--- config.mk ---
export PLATFORM = sky130hd
export DESIGN_NAME = led_matrix_scan_and_input_events_top
export DESIGN_NICKNAME = d
export VERILOG_FILES = /design/src/rtl/lmse_pkg.sv /design/src/rtl/lmse_image_mem.sv /design/src/rtl/lmse_ctrl.sv /design/src/rtl/led_matrix_scan_and_input_events_top.sv
export VERILOG_INCLUDE_DIRS = /design/src /design/src/rtl
export SDC_FILE = /design/constraint.sdc
export NUM_CORES = 1
export LEC_CHECK = 0
export ABC_AREA = 1
export BUFFER_PORTS_ARGS = -buffer_cell sky130_fd_sc_hd__buf_2
export CORE_ASPECT_RATIO = 2
export CORE_MARGIN = 8
export CORE_UTILIZATION = 55
export CTS_CLUSTER_DIAMETER = 200
export DETAILED_ROUTE_END_ITERATION = 8
export GPL_TIMING_DRIVEN = 0
export PLACE_DENSITY = 0.74
export SYNTH_ARGS = -nofsm -noshare
export SYNTH_HDL_FRONTEND = slang
export SYNTH_SLANG_ARGS = --single-unit
--- constraint.sdc ---
create_clock -name clk -period 4.4 [get_ports clk]
set_clock_uncertainty 0.15 [all_clocks]
set_input_delay 0.44 -clock clk [delete_from_list [all_inputs] [get_ports clk]]
set_output_delay 0.44 -clock clk [all_outputs]
set_load 0.01 [all_outputs]
--- src/rtl/led_matrix_scan_and_input_events_top_macros.svh ---
// ----------------------------------------------------------------------------
// LED matrix scan assertion macros
// Shared concurrent assertion shorthands for the matrix scan RTL.
// ----------------------------------------------------------------------------
`ifndef LED_MATRIX_SCAN_AND_INPUT_EVENTS_TOP_MACROS_SVH
`define LED_MATRIX_SCAN_AND_INPUT_EVENTS_TOP_MACROS_SVH

// The consequent must hold in the same cycle as the antecedent.
`define LMSE_ASSERT_IMP(label, clk, rst, ante, cons) \
  label: assert property (@(posedge clk) disable iff (rst) (ante) |-> (cons)) \
    else $error("lmse assertion failed");

// The consequent must hold in the cycle after the antecedent.
`define LMSE_ASSERT_NXT(label, clk, rst, ante, cons) \
  label: assert property (@(posedge clk) disable iff (rst) (ante) |=> (cons)) \
    else $error("lmse assertion failed");

`endif

--- src/rtl/lmse_pkg.sv ---
// ----------------------------------------------------------------------------
// LED matrix scan package
// Item and result types, operation and register codes, and fixed constants.
// ----------------------------------------------------------------------------
package lmse_pkg;

  // Operation codes carried in an input item.
  typedef enum logic [1:0] {
    OP_TICK  = 2'd0,
    OP_WRITE = 2'd1,
    OP_READ  = 2'd2
  } op_t;

  // Configuration register indexes.
  typedef enum logic [1:0] {
    CFG_DIVIDER   = 2'd0,
    CFG_THRESHOLD = 2'd1,
    CFG_MODE      = 2'd2
  } cfg_idx_t;

  localparam logic [7:0]  ANODE_FIRST      = 8'h80;
  localparam int          NUM_FLAGS        = 6;
  localparam logic [2:0]  LIGHT_FLAG       = 3'd5;
  localparam int          NUM_BUTTONS      = 5;
  localparam logic [15:0] DIVIDER_RESET    = 16'd50;
  localparam logic [9:0]  THRESHOLD_RESET  = 10'd300;
  localparam logic        MODE_RESET       = 1'b1;

  // One input item.
  typedef struct packed {
    logic [1:0] operation;
    logic [2:0] row_number;
    logic [7:0] row_pixels;
    logic [4:0] button_levels;
    logic [9:0] light_level;
    logic [2:0] event_index;
  } item_t;

  // One result item.
  typedef struct packed {
    logic       row_strobe;
    logic [7:0] anode_bits;
    logic [7:0] cathode_bits;
    logic       event_seen;
  } result_t;

  // Per-item control decided by the scan/event logic.
  typedef struct packed {
    logic       strobe;
    logic [7:0] anode;
    logic       seen;
  } scan_info_t;

endpackage

--- src/rtl/lmse_image_mem.sv ---
// ----------------------------------------------------------------------------
// LED matrix image memory
// One-row-per-entry image store with registered read and per-entry valid bits.
// ----------------------------------------------------------------------------
module lmse_image_mem #(
  parameter int ROWS = 8,
  parameter int AW   = 3
) (
  input  logic          clk,
  input  logic          rst,
  input  logic          wr_en,
  input  logic [AW-1:0] wr_addr,
  input  logic [7:0]    wr_data,
  input  logic          rd_en,
  input  logic [AW-1:0] rd_addr,
  output logic [7:0]    rd_data
);

  logic [7:0]      mem [ROWS];
  logic [ROWS-1:0] valid;
  logic [7:0]      rd_q;
  logic            rd_valid;

  // Storage array; a write and a read never come from the same item.
  always_ff @(posedge clk) begin
    if (wr_en) begin
      mem[wr_addr] <= wr_data;
    end
    if (rd_en) begin
      rd_q <= mem[rd_addr];
    end
  end

  // Valid bits make never-written rows read as zero after reset.
  always_ff @(posedge clk) begin
    if (rst) begin
      valid    <= '0;
      rd_valid <= 1'b0;
    end else begin
      if (wr_en) begin
        valid[wr_addr] <= 1'b1;
      end
      if (rd_en) begin
        rd_valid <= valid[rd_addr];
      end
    end
  end

  assign rd_data = rd_valid ? rd_q : 8'd0;

endmodule

--- src/rtl/lmse_ctrl.sv ---
// ----------------------------------------------------------------------------
// LED matrix scan and event control
// Configuration registers, tick divider, row scan pointer and event flags.
// ----------------------------------------------------------------------------
module lmse_ctrl #(
  parameter int ROWS = 8,
  parameter int AW   = 3
) (
  input  logic                 clk,
  input  logic                 rst,
  input  logic                 cfg_fire,
  input  logic [1:0]           cfg_index,
  input  logic [15:0]          cfg_data,
  input  logic                 item_fire,
  input  lmse_pkg::item_t      item,
  output lmse_pkg::scan_info_t info,
  output logic [AW-1:0]        scan_row
);
  import lmse_pkg::*;

  localparam int SW = $clog2(ROWS + 1);

  logic [15:0]            divider;
  logic [9:0]             threshold;
  logic                   mode;
  logic [15:0]            tick_count;
  logic [15:0]            tick_count_next;
  logic [SW-1:0]          scan_index;
  logic [SW-1:0]          scan_index_next;
  logic [7:0]             anode_select;
  logic [7:0]             anode_select_next;
  logic [NUM_BUTTONS-1:0] last_buttons;
  logic [NUM_BUTTONS-1:0] last_buttons_next;
  logic [9:0]             last_light;
  logic [9:0]             last_light_next;
  logic [NUM_FLAGS-1:0]   event_flags;
  logic [NUM_FLAGS-1:0]   event_flags_next;

  logic                   is_tick;
  logic                   is_read;
  logic [15:0]            count_inc;
  logic                   div_hit;
  logic [15:0]            count_new;
  logic                   advance;
  logic                   sample;
  logic                   wrap;
  logic [SW-1:0]          cur_index;
  logic [7:0]             cur_anode;
  logic signed [11:0]     light_rise;
  logic                   index_ok;

  // Configuration registers.
  always_ff @(posedge clk) begin
    if (rst) begin
      divider   <= DIVIDER_RESET;
      threshold <= THRESHOLD_RESET;
      mode      <= MODE_RESET;
    end else if (cfg_fire) begin
      case (cfg_index)
        CFG_DIVIDER:   divider   <= cfg_data;
        CFG_THRESHOLD: threshold <= cfg_data[9:0];
        CFG_MODE:      mode      <= cfg_data[0];
        default:       ;
      endcase
    end
  end

  // Decide whether this item advances the scan and samples the inputs.
  always_comb begin
    is_tick    = (item.operation == OP_TICK);
    is_read    = (item.operation == OP_READ);
    count_inc  = tick_count + 16'd1;
    div_hit    = (count_inc >= divider);
    count_new  = div_hit ? 16'd0 : count_inc;
    advance    = is_tick && (!mode || div_hit);
    sample     = is_tick && (!mode || (count_new == (divider >> 1)));
    wrap       = (scan_index == SW'(ROWS));
    cur_index  = wrap ? '0 : scan_index;
    cur_anode  = wrap ? ANODE_FIRST : anode_select;
    light_rise = $signed({2'b00, item.light_level}) - $signed({2'b00, last_light});
    index_ok   = (item.event_index <= LIGHT_FLAG);
  end

  assign scan_row    = AW'(cur_index);
  assign info.strobe = advance;
  assign info.anode  = advance ? cur_anode : 8'd0;
  assign info.seen   = is_read && index_ok && event_flags[item.event_index];

  // Next state for the accepted item.
  always_comb begin
    tick_count_next   = tick_count;
    scan_index_next   = scan_index;
    anode_select_next = anode_select;
    last_buttons_next = last_buttons;
    last_light_next   = last_light;
    event_flags_next  = event_flags;
    if (is_tick && mode) begin
      tick_count_next = count_new;
    end
    if (advance) begin
      scan_index_next   = cur_index + SW'(1);
      anode_select_next = cur_anode >> 1;
    end
    if (sample) begin
      event_flags_next[NUM_BUTTONS-1:0] = event_flags[NUM_BUTTONS-1:0]
                                          | (last_buttons & ~item.button_levels);
      if (light_rise >= $signed({2'b00, threshold})) begin
        event_flags_next[LIGHT_FLAG] = 1'b1;
      end
      last_buttons_next = item.button_levels;
      last_light_next   = item.light_level;
    end
    if (is_read && index_ok) begin
      event_flags_next[item.event_index] = 1'b0;
    end
  end

  // State registers, updated once per accepted item.
  always_ff @(posedge clk) begin
    if (rst) begin
      tick_count   <= '0;
      scan_index   <= '0;
      anode_select <= ANODE_FIRST;
      last_buttons <= '0;
      last_light   <= '0;
      event_flags  <= '0;
    end else if (item_fire) begin
      tick_count   <= tick_count_next;
      scan_index   <= scan_index_next;
      anode_select <= anode_select_next;
      last_buttons <= last_buttons_next;
      last_light   <= last_light_next;
      event_flags  <= event_flags_next;
    end
  end

endmodule

--- src/rtl/led_matrix_scan_and_input_events_top.sv ---
// Path: an accepted item passes the image memory read stage, then the result register.
// Throughput: one item per cycle while the result receiver keeps up; the image memory
// read stage and the result register form a two-deep pipeline with independent stalls.
// Reset: synchronous, clears scan state, event flags, image valid bits and
// pipeline valids, and loads the configuration defaults. No clearing pass.
// ----------------------------------------------------------------------------
// LED matrix scan and input events top level
// Row-scan controller with image memory, tick divider and latched input events.
// ----------------------------------------------------------------------------
module led_matrix_scan_and_input_events_top #(
  parameter int MATRIX_ROWS = 8
) (
  input  logic              clk,
  input  logic              rst,
  input  logic              cfg_valid,
  output logic              cfg_ready,
  input  logic [1:0]        cfg_index,
  input  logic [15:0]       cfg_data,
  input  logic              item_valid,
  output logic              item_ready,
  input  lmse_pkg::item_t   item,
  output logic              result_valid,
  input  logic              result_ready,
  output lmse_pkg::result_t result
);
  import lmse_pkg::*;
  `include "led_matrix_scan_and_input_events_top_macros.svh"

  localparam int AW = $clog2(MATRIX_ROWS);

  logic       item_fire;
  logic       cfg_fire;
  scan_info_t info;
  logic [AW-1:0] scan_row;
  logic       wr_en;
  logic [7:0] rd_data;
  logic       s1_valid;
  scan_info_t s1_info;
  logic       s1_move;

  assign cfg_ready = 1'b1;
  assign cfg_fire  = cfg_valid && cfg_ready;

  // Pipeline handshake: the read stage moves when the result register frees.
  assign s1_move    = s1_valid && (!result_valid || result_ready);
  assign item_ready = !s1_valid || s1_move;
  assign item_fire  = item_valid && item_ready;

  // Image writes outside the matrix are dropped.
  assign wr_en = item_fire && (item.operation == OP_WRITE)
                 && (32'(item.row_number) < MATRIX_ROWS);

  lmse_ctrl #(
    .ROWS (MATRIX_ROWS),
    .AW   (AW)
  ) u_ctrl (
    .clk       (clk),
    .rst       (rst),
    .cfg_fire  (cfg_fire),
    .cfg_index (cfg_index),
    .cfg_data  (cfg_data),
    .item_fire (item_fire),
    .item      (item),
    .info      (info),
    .scan_row  (scan_row)
  );

  lmse_image_mem #(
    .ROWS (MATRIX_ROWS),
    .AW   (AW)
  ) u_mem (
    .clk     (clk),
    .rst     (rst),
    .wr_en   (wr_en),
    .wr_addr (AW'(item.row_number)),
    .wr_data (item.row_pixels),
    .rd_en   (item_fire && info.strobe),
    .rd_addr (scan_row),
    .rd_data (rd_data)
  );

  // Read stage: holds the item's control while the memory read completes.
  always_ff @(posedge clk) begin
    if (rst) begin
      s1_valid <= 1'b0;
    end else if (item_fire) begin
      s1_valid <= 1'b1;
    end else if (s1_move) begin
      s1_valid <= 1'b0;
    end
  end

  always_ff @(posedge clk) begin
    if (item_fire) begin
      s1_info <= info;
    end
  end

  // Result register.
  always_ff @(posedge clk) begin
    if (rst) begin
      result_valid <= 1'b0;
    end else if (s1_move) begin
      result_valid <= 1'b1;
    end else if (result_ready) begin
      result_valid <= 1'b0;
    end
  end

  always_ff @(posedge clk) begin
    if (s1_move) begin
      result.row_strobe   <= s1_info.strobe;
      result.anode_bits   <= s1_info.anode;
      result.cathode_bits <= s1_info.strobe ? rd_data : 8'd0;
      result.event_seen   <= s1_info.seen;
    end
  end

  // A result never carries both a scan strobe and a read flag.
  `LMSE_ASSERT_IMP(a_seen_no_strobe, clk, rst, result_valid && result.event_seen, !result.row_strobe)
  // Without a strobe the drive fields stay zero.
  `LMSE_ASSERT_IMP(a_idle_drive_zero, clk, rst, result_valid && !result.row_strobe, (result.anode_bits == 8'd0) && (result.cathode_bits == 8'd0))
  // The anode drive selects at most one row.
  `LMSE_ASSERT_IMP(a_anode_onehot, clk, rst, result_valid, $onehot0(result.anode_bits))
  // A stalled read stage keeps its item.
  `LMSE_ASSERT_NXT(a_s1_hold, clk, rst, s1_valid && !s1_move, s1_valid)

endmodule

==> results.md, run 1 <==
* Critical path class: register to register
* Diodes inserted at 0
* Max Root-Sink Buffers at 2
* Slew Limit Fails at 0
* Most frequent CP cell: nand2_1
* FP Rows at 66
* Ys async rst share at 0
* Initial antenna violation count at 0
* Initial drt markers at 419
* Post-DR vias/cell at 5.549
* Post-CTS Resized at 0
* Power per cell area at 381.7 nW/um2
* TritonCTS clock tree: done
* Worst EP required at 4.59 ns
* Hold Crit Class: input pin to register
* Vias at 7202
* M2 GR Usage at 0.3434
* Hold Crit Depth at 3
* Setup_tns at 0 ns
* Number of post-CTS setup repair buffers at 0
* Layout cells sized above 1 at 0.1335
* Die Width at 106.1 um
* Count leader, synth: nand2_1
* Final Hold Vio Count at 0
* Final Hold Slack at between 0.09 and 0.1 ns
* Slew @ Worst Pin at 0.9510 ns
* Post-synth top cells: 138 x nand2_1, 123 x inv_1, 109 x nor2_1, 100 x edfxtp_1, 87 x dfxtp_1
* DRT Pass-1 Iters at 5
* EDFF count, synth at 100
* Worst-path maximum fanout at 10
* Static leakage at 0.004089 uW
* Avg Cell Area, Syn at around 9.0 um2
* H-tree depth at 4
* Crit path max-delay cell type: dfxtp_1
* Largest net degree at the start of global routing at 22
* Synth Instances at 989
* Setup violations, final at 0
* Clock sink count at 187
* Number of global-route vias before repair at 7190
* DRT antenna net count at 0
* Worst setup margin at 0.4084 ns
* Primary FF master, synth: edfxtp_1
* Skew-Pair Late Insertion Delay at 0.44 ns
* CP peak stage delay at roughly 0.40 ns
* Clock root cell: clkbuf_16
* Layout area overhead at 13.84%
* Synthesized net count at between 1k and 1.5k
* Post-Syn Area at 8929 um2
* Number of max-cap violations at 0
* Crit end category: register
* CP startpoint kind: register
* Routed wire per std cell at approximately 16 um
* FF-to-FF path depth at 24
* DP HPWL at 15150 um
* First-pass GRT wire length at 33930 um
* Number of nets in the layout at 1175
* Unrepaired setup endpoints after global routing: no
* Worst path arrival time at 4.18 ns
* Placer congestion estimate at 0.8532
* Layout filler cell count at 1384
* GRT Util Overall at 0.2010
* YS warnings at 0
* Core box area at approximately 16000 um2
* IO Pins at 75
* Register area share after synthesis at 0.5314
* Most used routing layer: met2
* Overflow after GRT at 0
* Die Y at 196.2 um
* Initial Utilization at 0.5545
* Fmax at roughly 250 MHz
* #FFs+latches synth at about 190
* Met1 Resource Use GR at 0.2430
* Place WS at 0.4727 ns
* Crit path cell chain: ha_1 -> nand2_1 -> nor2_1 -> nand3b_1 -> xor2_1 -> ha_1 -> nand2_1 -> inv_1 -> nand2_1 -> a21oi_1 -> nor2_1 -> buf_2 -> nand3_1 -> nand2_1 -> nand2_1 -> nor2_1 -> nand2_1 -> nor2_1 -> nand2_1 -> nand2_4 -> buf_6 -> nand3_1 -> nand2_1 -> nor2_1
* Crit path time final at 3.992 ns
* CTS Hold Bufs at 0
* Drt drc at 0
* Yosys top cell by area: edfxtp_1
* Wirelength, routed at 20230 um
* TritonCTS Buffers at 17
* Met3 Use GR at 0.03549
* DIE AREA at 20810 um2
* Headroom to the max-slew limit at 0.3636
* Maximum vdd drop at 0.3222 mV
* Yosys top cell area share at 0.3363
* Top cells by area, synth: edfxtp_1 34%, dfxtp_1 20%, nand2_1 5.8%
* Clock edge transition at the registers on the reported setup and hold paths at 0.08 ns
* Crit share post-route at 0.9072
* Status: complete, no violations
* Synth cell types at 47
* IO Port Bufs at 73
-- layout by cell type, fill, tap and decap left out, types with 17 or more instances in the layout --
| cell type | instances |
|---|---|
| edfxtp_1 | 100 |
| dfxtp_1 | 87 |
| nand4_1 | 21 |
| inv_1 | 123 |
| ha_1 | 39 |
| clkbuf_1 | 28 |
| nand2_1 | 138 |
| buf_2 | 81 |
| nand3_1 | 51 |
| nor2_1 | 109 |
| clkbuf_16 | 17 |
| a21oi_1 | 85 |
| o21ai_0 | 72 |
-- metal layers --
layer | up-vias | wire length (um)
li1 | 3574 | -
met1 | 3371 | 8680
met2 | 220 | 10020
met3 | 37 | 1082
met4 | 0 | 446
met5 | - | 0
-- worst paths after layout --
path	from	to	slack, ns
max reg2reg	u_ctrl.tick_count[0]$_SDFFE_PP0P_	u_ctrl.last_buttons[1]$_SDFFE_PP0P_	0.41
max	u_ctrl.tick_count[0]$_SDFFE_PP0P_	u_ctrl.last_buttons[1]$_SDFFE_PP0P_	0.41
min	cfg_data[1]	u_ctrl.divider[1]$_SDFFE_PP1P_	0.1
min reg2reg	s1_info[1]$_SDFFCE_PP0P_	result[9]$_DFFE_PP_	0.28
-- cell type report --
cell class | count | area (um2) | area share
Sequential cell | 187 | 4745 | 0.4668
Buffer | 40 | 190.2 | 0.01871
Multi-Input combinational cell | 634 | 3517 | 0.3460
Tap cell | 204 | 255.2 | 0.02511
Clock inverter | 15 | 186.4 | 0.01834
Timing Repair Buffer | 73 | 365.4 | 0.03594
Clock buffer | 17 | 425.4 | 0.04185
Inverter | 128 | 480.5 | 0.04727
-- flip-flops by register name, indices dropped and copies added (netlist names) --
| signal | count |
|---|---|
| s1_info | 10 |
| u_mem.rd_q | 8 |
| u_mem.valid | 8 |
| result_valid | 1 |
| u_ctrl.divider | 16 |
| u_ctrl.anode_select | 8 |
| result | 18 |
| u_ctrl.tick_count | 16 |
| u_ctrl.scan_index | 4 |
| u_mem.mem | 64 |
| u_ctrl.last_light | 10 |
| u_ctrl.last_buttons | 5 |
| s1_valid | 1 |
| u_mem.rd_valid | 1 |
| u_ctrl.threshold | 10 |
| u_ctrl.mode | 1 |
| u_ctrl.event_flags | 6 |
-- worst max-delay path: cells and delay by family (launching register included) --
family	cells	cell delay (ns)
buf+inv	3	0.50
xor+xnor	1	0.32
flops	1	0.40
simple gates	17	1.94
compound gates	1	0.05
fa+ha+maj	2	0.53
-- cell families (layout without fill, tap and decap cells) --
family | after synthesis | count (layout) | synth area share
adders and majority gates | 40 | 40 | 0.05689
DFF | 187 | 187 | 0.5314
other | 1 | 1 | 0.0004200
AOI/OAI and AO/OA | 225 | 225 | 0.1442
buffers and inverters | 168 | 273 | 0.07511
and+or+nand+nor | 352 | 352 | 0.1754
xor gates and xnor gates | 16 | 16 | 0.01654
-- report_power, final --
group / switching (uW) / total [uW] / internal, uW / leakage (uW)
Clock: 775 / 1550 / 778 / 0.000298
Combinational: 271 / 417 / 146 / 0.00216
Sequential: 24.8 / 1910 / 1880 / 0.00163
Total: 1070 / 3880 / 2810 / 0.00409
-- through the flow --
| stage | area, um2 | instances | total power (uW) | util |
|---|---|---|---|---|
| 6_report | 10160 | 1298 | 3880 | 0.6312 |
| 5_1_grt | 10160 | 1298 | 4027 | 0.6312 |
| 4_1_cts | 10160 | 1298 | 3890 | 0.6312 |
| 3_5_place_dp | 9553 | 1266 | 2361 | 0.5932 |
| 3_3_place_gp | 9549 | 1266 | 2346 | 0.5930 |
| 2_1_floorplan | 8929 | 989 | 2225 | - |
No activity file was read; power rests on OpenSTA's default activity.
==> inputs of run 2 (changes only) <==
--- a/config.mk
+++ b/config.mk
@@ -6,7 +6,6 @@
 export SDC_FILE = /design/constraint.sdc
 export NUM_CORES = 1
 export LEC_CHECK = 0
-export ABC_AREA = 1
 export BUFFER_PORTS_ARGS = -buffer_cell sky130_fd_sc_hd__buf_2
 export CORE_ASPECT_RATIO = 2
 export CORE_MARGIN = 8
==> run 2 against run 1 <==
Net effect: power shrank 5.9%; via count shrank 4.2%; global-route usage shrank 0.62 points; first-iteration DRC count shrank 3.3%; synthesized cell count shrank 9.7%; sequential power is essentially flat.
==> results.md, run 2 <==
* Status: complete, no violations
* Post-DR vias/cell at 5.687 (+2.5%)
* Core box area at 16100 um2 (unchanged)
* Critical path class: register to register
* Synthesized net count at 987 (-8.9%)
* Worst setup margin at 0.08547 ns (-0.3229 ns)
* Worst EP required at 4.58 ns (about the same)
* Clock edge transition at the registers on the reported setup and hold paths at 0.07 ns (about the same)
* Maximum vdd drop at 0.3187 mV (-1.1%)
* Wirelength, routed at 20290 um (+0.28%)
* Hold Crit Class: input pin to register
* Headroom to the max-slew limit at 0.09897 (-0.2647)
* TritonCTS clock tree: done
* Routed wire per std cell at 16.73 um (+7.3%)
* Worst Min Path Start: cfg_data[3]
* Final Hold Vio Count at 0 (unchanged)
* Slew @ Worst Pin at 1.341 ns (+0.3902 ns)
* Count leader, synth: nand2_1
* Layout cells sized above 1 at 0.1606 (+0.02710)
* Layout area overhead at 17.06%
* Hold endpoint: u_ctrl.threshold[3]$_SDFFE_PP1P_
* Overflow after GRT at 0 (unchanged)
* FP Rows at 66 (unchanged)
* Number of nets in the layout at 1090 (-7.2%)
* Largest net degree at the start of global routing at 20 (-9.1%)
* Number of global-route vias before repair at 6728 (-6.4%)
* Most frequent CP cell: a2111oi_4
* TritonCTS Buffers at 17 (unchanged)
* DRT Pass-1 Iters at 5 (unchanged)
* Hold Crit Depth at 2 (-1)
* Largest reg by FF count: u_mem.mem
* FF-to-FF path depth at 16 (-33%)
* Initial drt markers at 405 (-3.3%)
* Commonest non-fill, non-tap cells in the layout: 103 x nand2_1, 100 x edfxtp_1, 99 x nor2_1, 83 x a21oi_1, 82 x dfxtp_1
* Primary FF master, synth: edfxtp_1
* IO Port Bufs at 72 (-1.4%)
* IO Pins at 75 (unchanged)
* Vias at 6898 (-4.2%)
* DIE AREA at 20830 um2 (about the same)
* CP peak stage delay at 0.42 ns (+0.02 ns)
* Initial Utilization at 0.5549 (about the same)
* GRT Util Overall at 0.1948 (-0.006232)
* Number of max-cap violations at 0 (unchanged)
* First-pass GRT wire length at 32730 um (-3.5%)
* DP HPWL at 14490 um (-4.4%)
* Yosys top cell by area: edfxtp_1
* Final Hold Slack at 0.09272 ns (-0.006681 ns)
* Drt drc at 0 (unchanged)
* Crit path cell chain: clkbuf_4 -> and4_4 -> nand3_2 -> xnor2_1 -> ha_1 -> a21oi_1 -> nor3_2 -> a2111oi_4 -> buf_4 -> o21ai_4 -> buf_6 -> o21a_1 -> a2111oi_4 -> o2111ai_2 -> o21a_2 -> a2111oi_4
* Crit end category: register
* Placer congestion estimate at 0.8784 (+3.0%)
* Clock root cell: clkbuf_16
* Place WS at -0.7180 ns (-1.191 ns)
* Worst-path maximum fanout at 8 (-2)
* Synth Instances at 893 (-9.7%)
* Diodes inserted at 0 (unchanged)
* Synth cell types at 65 (+38%)
* Post-Syn Area at 8935 um2 (about the same)
* Yosys top cell area share at 0.3361 (about the same)
* YS warnings at 0 (unchanged)
* Max FFs per register at 64 (unchanged)
* Register area share after synthesis at 0.5310 (about the same)
* CP startpoint kind: register
* Initial antenna violation count at 0 (unchanged)
* EDFF count, synth at 100 (unchanged)
* Crit share post-route at 0.9806 (+0.07339)
* Die Width at 106.1 um (about the same)
* Ys async rst share at 0 (unchanged)
* Slew Limit Fails at 0 (unchanged)
* Commonest non-fill, non-tap cell in the layout: nand2_1
* #FFs+latches synth at 187 (unchanged)
* Crit path max-delay cell type: xnor2_1
* Die Y at 196.3 um (about the same)
* Static leakage at 0.004009 uW (-2.0%)
* Power per cell area at 348.9 nW/um2 (-8.6%)
* Avg Cell Area, Syn at 10.01 um2 (+11%)
* Top cells by area, synth: edfxtp_1 34%, dfxtp_1 19%, ha_1 5.5%
* Worst R2R Start: u_ctrl.tick_count[3]$_SDFFE_PP0P_
* R2r setup slk at 0.09 ns (-0.32 ns)
* DRT antenna net count at 0 (unchanged)
* Worst path arrival time at 4.50 ns (+0.32 ns)
* Max Root-Sink Buffers at 2 (unchanged)
* Clock sink count at 187 (unchanged)
* Reg2reg end: u_ctrl.event_flags[5]$_SDFFE_PP0P_
* Setup violations, final at 0 (unchanged)
* Largest regs: u_mem.mem (64), result (18)
* Post-synth top cells: 103 x nand2_1, 100 x edfxtp_1, 100 x nor2_1, 87 x dfxtp_1, 84 x a21oi_1
* Crit path time final at 4.315 ns (+0.3229 ns)
* Fmax at 231.8 MHz (-7.5%)
* H-tree depth at 4 (unchanged)
* Skew-Pair Late Insertion Delay at 0.43 ns (about the same)
==> run 2: layout make-up <==
type / instances / area (um2)
fill: 1285 / 5644
sequential: 187 / 4753
multi-input combinational: 619 / 4035
timing repair buffer: 84 / 454.2
clock buffer: 18 / 429.2
tap: 204 / 255.2
buffer: 39 / 180.2
inverter: 48 / 180.2
clock inverter: 14 / 171.4
==> run 2: timing repair <==
action	in CTS	in global routing
resized for setup	15	33
buffers inserted	1	11
hold buffers	0	0
pin swaps	2	11
endpoints found under the setup margin	42	48
==> run 2: cells by family (layout without fill, tap and decap cells) <==
family | Yosys count | in the layout | share of synthesized area
AOI/OAI and AO/OA | 177 | 177 | 0.1248
xor gates and xnor gates | 27 | 27 | 0.02815
adders and majority gates | 40 | 40 | 0.05686
buffers and inverters | 87 | 203 | 0.03893
DFF | 187 | 187 | 0.5310
muxes | 22 | 22 | 0.02885
other | 1 | 1 | 0.0004197
and+or+nand+nor | 352 | 352 | 0.1910
==> run 2: how the worst max path moves through the flow <==
stage | start | to | slack (ns) | depth (start not counted)
detailed placement | u_ctrl.tick_count[0]$_SDFFE_PP0P_ | u_ctrl.last_light[9]$_SDFFE_PP0P_ | -0.72 | 17
finish | u_ctrl.tick_count[3]$_SDFFE_PP0P_ | u_ctrl.event_flags[5]$_SDFFE_PP0P_ | 0.09 | 16
global placement | u_ctrl.tick_count[0]$_SDFFE_PP0P_ | u_ctrl.last_light[9]$_SDFFE_PP0P_ | -0.52 | 17
CTS | u_ctrl.tick_count[3]$_SDFFE_PP0P_ | u_ctrl.event_flags[5]$_SDFFE_PP0P_ | 0.005 | 17
floorplan | u_ctrl.tick_count[0]$_SDFFE_PP0P_ | u_ctrl.event_flags[5]$_SDFFE_PP0P_ | 0.17 | 16
global route | u_ctrl.tick_count[3]$_SDFFE_PP0P_ | u_ctrl.event_flags[5]$_SDFFE_PP0P_ | -0.09 | 16
==> run 2: through the flow <==
stage               instance area, um2  setup TNS [ns]  instances  total power, uW  utilization
floorplan                         8935               0        893             2053            -
finish                           10460               0       1213             3649       0.6495
CTS                              10230               0       1202             3664       0.6351
global placement                  9550          -15.26       1169             2134       0.5931
detailed placement                9550          -21.68       1169             2145       0.5931
global route                     10460         -0.9442       1213             3772       0.6495
==> run 2: worst max-delay path: cells and delay by family, from the launching register on <==
kind | cells | cell delay (ns)
flip-flops | 1 | 0.31
XOR/XNOR | 1 | 0.42
adder cells (fa/ha/maj) | 1 | 0.35
buffers and inverters | 3 | 0.55
AND/OR/NAND/NOR | 3 | 0.52
AO/OA/AOI/OAI | 8 | 1.90
==> run 2: power by group <==
group          leakage [uW]  internal [uW]  switching [uW]
Sequential          0.00163           1860            16.3
Clock              0.000292            816             717
Combinational       0.00209           92.0             144
Total               0.00401           2770             877
==> run 2: routing by layer <==
metal	routed length, um	global-route usage	part of all wire
met3	1177	0.03845	0.058
met5	0	0	0
met4	468	0.06877	0.023
met2	10290	0.3395	0.51
met1	8357	0.2306	0.41
==> inputs of run 3 (changes only) <==
--- a/config.mk
+++ b/config.mk
@@ -16,4 +16,6 @@
 export PLACE_DENSITY = 0.74
 export SYNTH_ARGS = -nofsm -noshare
 export SYNTH_HDL_FRONTEND = slang
+export SYNTH_HIERARCHICAL = 1
 export SYNTH_SLANG_ARGS = --single-unit
+export TNS_END_PERCENT = 1
==> run 3 against run 2 <==
Net effect: via count decreased by 6.5%; global-route usage grew 0.10 points; clock-buffer cell count up 4; highest routed layer unchanged; synthesized cell count is 8.5% lower; hold slack worse by 0.019 ns; first-iteration DRC count up 3.5%; largest cell class unchanged; sequential cell count did not move; sequential power barely moved; critical endpoint is now u_ctrl/event_flags[5]$_SDFFE_PP0P_; core utilization decreased by 1.0 points.
==> results.md, run 3 <==
* Count leader, synth: edfxtp_1
* Post-synth top cells: 100 x edfxtp_1, 87 x dfxtp_1, 80 x nand2_1, 55 x a21oi_1, 52 x inv_1
* Die Width at 107.3 um (+1.1%)
* Number of nets in the layout at 1010 (-7.3%)
* DRT antenna net count at 0 (unchanged)
* Sw Share at 0.2370 (-0.003308)
* Worst EP required at 4.59 ns (about the same)
* Initial drt markers at 419 (+3.5%)
* Post-Syn Area at 9161 um2 (+2.5%)
* DP HPWL at 14410 um (-0.57%)
* Top cells by area, synth: edfxtp_1 33%, dfxtp_1 19%, ha_1 5.3%
* Drt drc at 0 (unchanged)
* Initial Utilization at 0.5547 (about the same)
* Synth cell types at 79 (+22%)
* Wirelength, routed at 20190 um (-0.49%)
* Largest net degree at the start of global routing at 19 (-5.0%)
* Layout cells sized above 1 at 0.2142 (+0.05365)
* Critical path class: register to register
* Ys async rst share at 0 (unchanged)
* Met3 Routed Length at 1146 um (-2.6%)
* Placer congestion estimate at 0.8771 (-0.15%)
* Most frequent CP cell: nand4_1
* Yosys top cell by area: edfxtp_1
* P_int at 2747 uW (-0.89%)
* Status: complete, no violations
* Max FFs per register at 64 (unchanged)
* DR WL met2 at 9951 um (-3.3%)
* IO Pins at 75 (unchanged)
* Die Y at 198.5 um (+1.2%)
* Hold endpoint: u_ctrl/threshold[2]$_SDFFE_PP1P_
* FP Rows at 67 (+1.5%)
* Dpl cell area at 9832 um2 (+2.9%)
* Primary FF master, synth: edfxtp_1
* Number of global-route vias before repair at 6548 (-2.7%)
* Setup_tns at 0 ns (unchanged)
* Yosys top cell area share at 0.3278 (-0.008308)
* TritonCTS Buffers at 17 (unchanged)
* Clock sink count at 187 (unchanged)
* Psw at 853.5 uW (-2.7%)
* DIE AREA at 21290 um2 (+2.2%)
* Synthesized net count at 911 (-7.7%)
* Fmax at 237.8 MHz (+2.6%)
* Largest reg by FF count: u_mem/mem
* Hold Crit Depth at 2 (unchanged)
* Initial antenna violation count at 0 (unchanged)
* CTS Hold Bufs at 0 (unchanged)
* Comb pwr share at 0.064 (about the same)
* Clock edge transition at the registers on the reported setup and hold paths at 0.07 ns (about the same)
* Vias at 6448 (-6.5%)
* Worst R2R Start: u_ctrl/tick_count[7]$_SDFFE_PP0P_
* EDFF count, synth at 100 (unchanged)
* Worst path arrival time at 4.39 ns (-0.11 ns)
* Crit path time final at 4.204 ns (-0.1100 ns)
* Clock root cell: clkbuf_16
* Register area share after synthesis at 0.5179 (-0.01313)
* Static leakage at 0.004053 uW (+1.1%)
* Clk pwr share at 0.414 (-0.006)
* Largest regs: u_mem/mem (64), result (18)
* Final Hold Slack at 0.07323 ns (-0.01949 ns)
* Overflow after GRT at 0 (unchanged)
* GRT Util Overall at 0.1958 (+0.001044)
* IO Port Bufs at 72 (unchanged)
* Maximum vdd drop at 0.2776 mV (-13%)
* Commonest non-fill, non-tap cells in the layout: 100 x edfxtp_1, 80 x nand2_1, 79 x dfxtp_1, 75 x buf_2, 55 x a21oi_1
* Diodes inserted at 0 (unchanged)
* Worst-path maximum fanout at 10 (+2)
* YS warnings at 6 (+6)
* Max Root-Sink Buffers at 2 (unchanged)
* Skew-Pair Late Insertion Delay at 0.44 ns (about the same)
* Crit path cell chain: buf_2 -> nand4_1 -> buf_4 -> nor2_1 -> a31oi_1 -> or2_2 -> ha_1 -> and4_1 -> a311oi_4 -> clkbuf_4 -> nand4_1 -> a221oi_1 -> nand4_1 -> o22a_2 -> a2111oi_4
* Power per cell area at 341.0 nW/um2 (-2.3%)
* Core box area at 16510 um2 (+2.6%)
* Crit path max-delay cell type: a311oi_4
* CP startpoint kind: register
* First-pass GRT wire length at 32590 um (-0.44%)
* Max layer used: met4
* Synth Instances at 817 (-8.5%)
* Layout area overhead at 15.26%
* Hold Crit Class: input pin to register
* DRT Pass-1 Iters at 5 (unchanged)
* TritonCTS clock tree: done
* Crit share post-route at 0.9556 (-0.02501)
* Reg2reg end: u_ctrl/event_flags[5]$_SDFFE_PP0P_
* Post-route cell area at 10560 um2 (+0.96%)
* Crit end category: register
* Worst Min Path Start: cfg_data[2]
* Headroom to the max-slew limit at 0.1610 (+0.06207)
* Slew Limit Fails at 0 (unchanged)
* #FFs+latches synth at 187 (unchanged)
* Setup violations, final at 0 (unchanged)
* Slew @ Worst Pin at 1.256 ns (-0.08550 ns)
* CP peak stage delay at 0.42 ns (about the same)
* Final Hold Vio Count at 0 (unchanged)
* Avg Cell Area, Syn at 11.21 um2 (+12%)
* Met1 wire length at 8611 um (+3.0%)
* Number of max-cap violations at 0 (unchanged)
* Commonest non-fill, non-tap cell in the layout: edfxtp_1
* Sequential share of power at 0.522 (+0.007)
* R2r setup slk at 0.20 ns (+0.11 ns)
* FF-to-FF path depth at 15 (-1)
* Routed wire per std cell at 17.77 um (+6.3%)
* Crit path max-delay family: compound AO/OA/AOI/OAI gates
* Post-DR vias/cell at 5.676 (-0.19%)
* H-tree depth at 4 (unchanged)
* Buf/Inv on CP at 3 (unchanged)
run 3: cell types whose count changed after synthesis, sizes merged, moves of 11 or more:
cell and change:
mux4 +14, and2 +26, clkbuf -12, nor2 -54, a21oi -29, nor2b -11, and3 -11, a211oi -12
nand2 -22
run 3: cells by family after synthesis:
family                     count (synthesis)  share of synthesized area
AOI/OAI and AO/OA                        148                     0.1084
xor gates and xnor gates                  24                    0.03005
adders and majority gates                 40                    0.05545
buffers and inverters                     87                    0.03961
DFF                                      187                     0.5179
muxes                                     48                    0.07689
other                                      1                  0.0004093
and+or+nand+nor                          282                     0.1713
run 3: how the worst max path moves through the flow:
stage | slack [ns] | start | cells after the start | end
6_report | 0.20 | u_ctrl/tick_count[7]$_SDFFE_PP0P_ | 15 | u_ctrl/event_flags[5]$_SDFFE_PP0P_
5_1_grt | -0.008 | u_ctrl/tick_count[5]$_SDFFE_PP0P_ | 14 | u_ctrl/event_flags[5]$_SDFFE_PP0P_
4_1_cts | 0.02 | u_ctrl/tick_count[0]$_SDFFE_PP0P_ | 14 | u_ctrl/event_flags[5]$_SDFFE_PP0P_
3_5_place_dp | -0.49 | u_ctrl/tick_count[0]$_SDFFE_PP0P_ | 13 | u_ctrl/event_flags[5]$_SDFFE_PP0P_
3_3_place_gp | -0.47 | u_ctrl/tick_count[0]$_SDFFE_PP0P_ | 13 | u_ctrl/event_flags[5]$_SDFFE_PP0P_
2_1_floorplan | 0.29 | u_ctrl/tick_count[0]$_SDFFE_PP0P_ | 12 | u_ctrl/event_flags[5]$_SDFFE_PP0P_
run 3: layout make-up:
type	count	area [um2]
clock inverters	10	100.1
well taps	207	259.0
multi-input cells	543	4180
plain buffers	35	172.7
clock buffers	22	474.2
flip-flops and latches	187	4757
repair buffers	80	420.4
fillers	1327	5956
inverters	52	195.2
run 3: power by group through the flow:
stage | clock network, uW | registers (uW) | logic (uW)
floorplan | 0 | 1920 | 135
global placement | 0 | 1920 | 218
detailed placement | 0 | 1920 | 227
CTS | 1520 | 1880 | 229
global route | 1580 | 1880 | 258
finish | 1490 | 1880 | 231
run 3: what timing repair did:
action	in CTS	in global routing
resized for setup	5	20
setup buffers	1	4
endpoints found under the setup margin	53	40
pin swaps	1	6
run 3: layer usage:
metal / track usage / up-vias
met3: 0.04510 / 39
met4: 0.07139 / 0
met5: 0 / -
met1: 0.2440 / 3072
met2: 0.3221 / 194
li1: - / 3143
run 3: metrics by stage:
step	cells	util	setup slack, ns	power (uW)
global route	1136	0.6394	-0.007534	3723
global placement	1096	0.5922	-0.4710	2133
detailed placement	1099	0.5953	-0.4908	2144
CTS	1132	0.6320	0.02449	3630
floorplan	817	-	0.2861	2052
finish	1136	0.6394	0.1955	3601
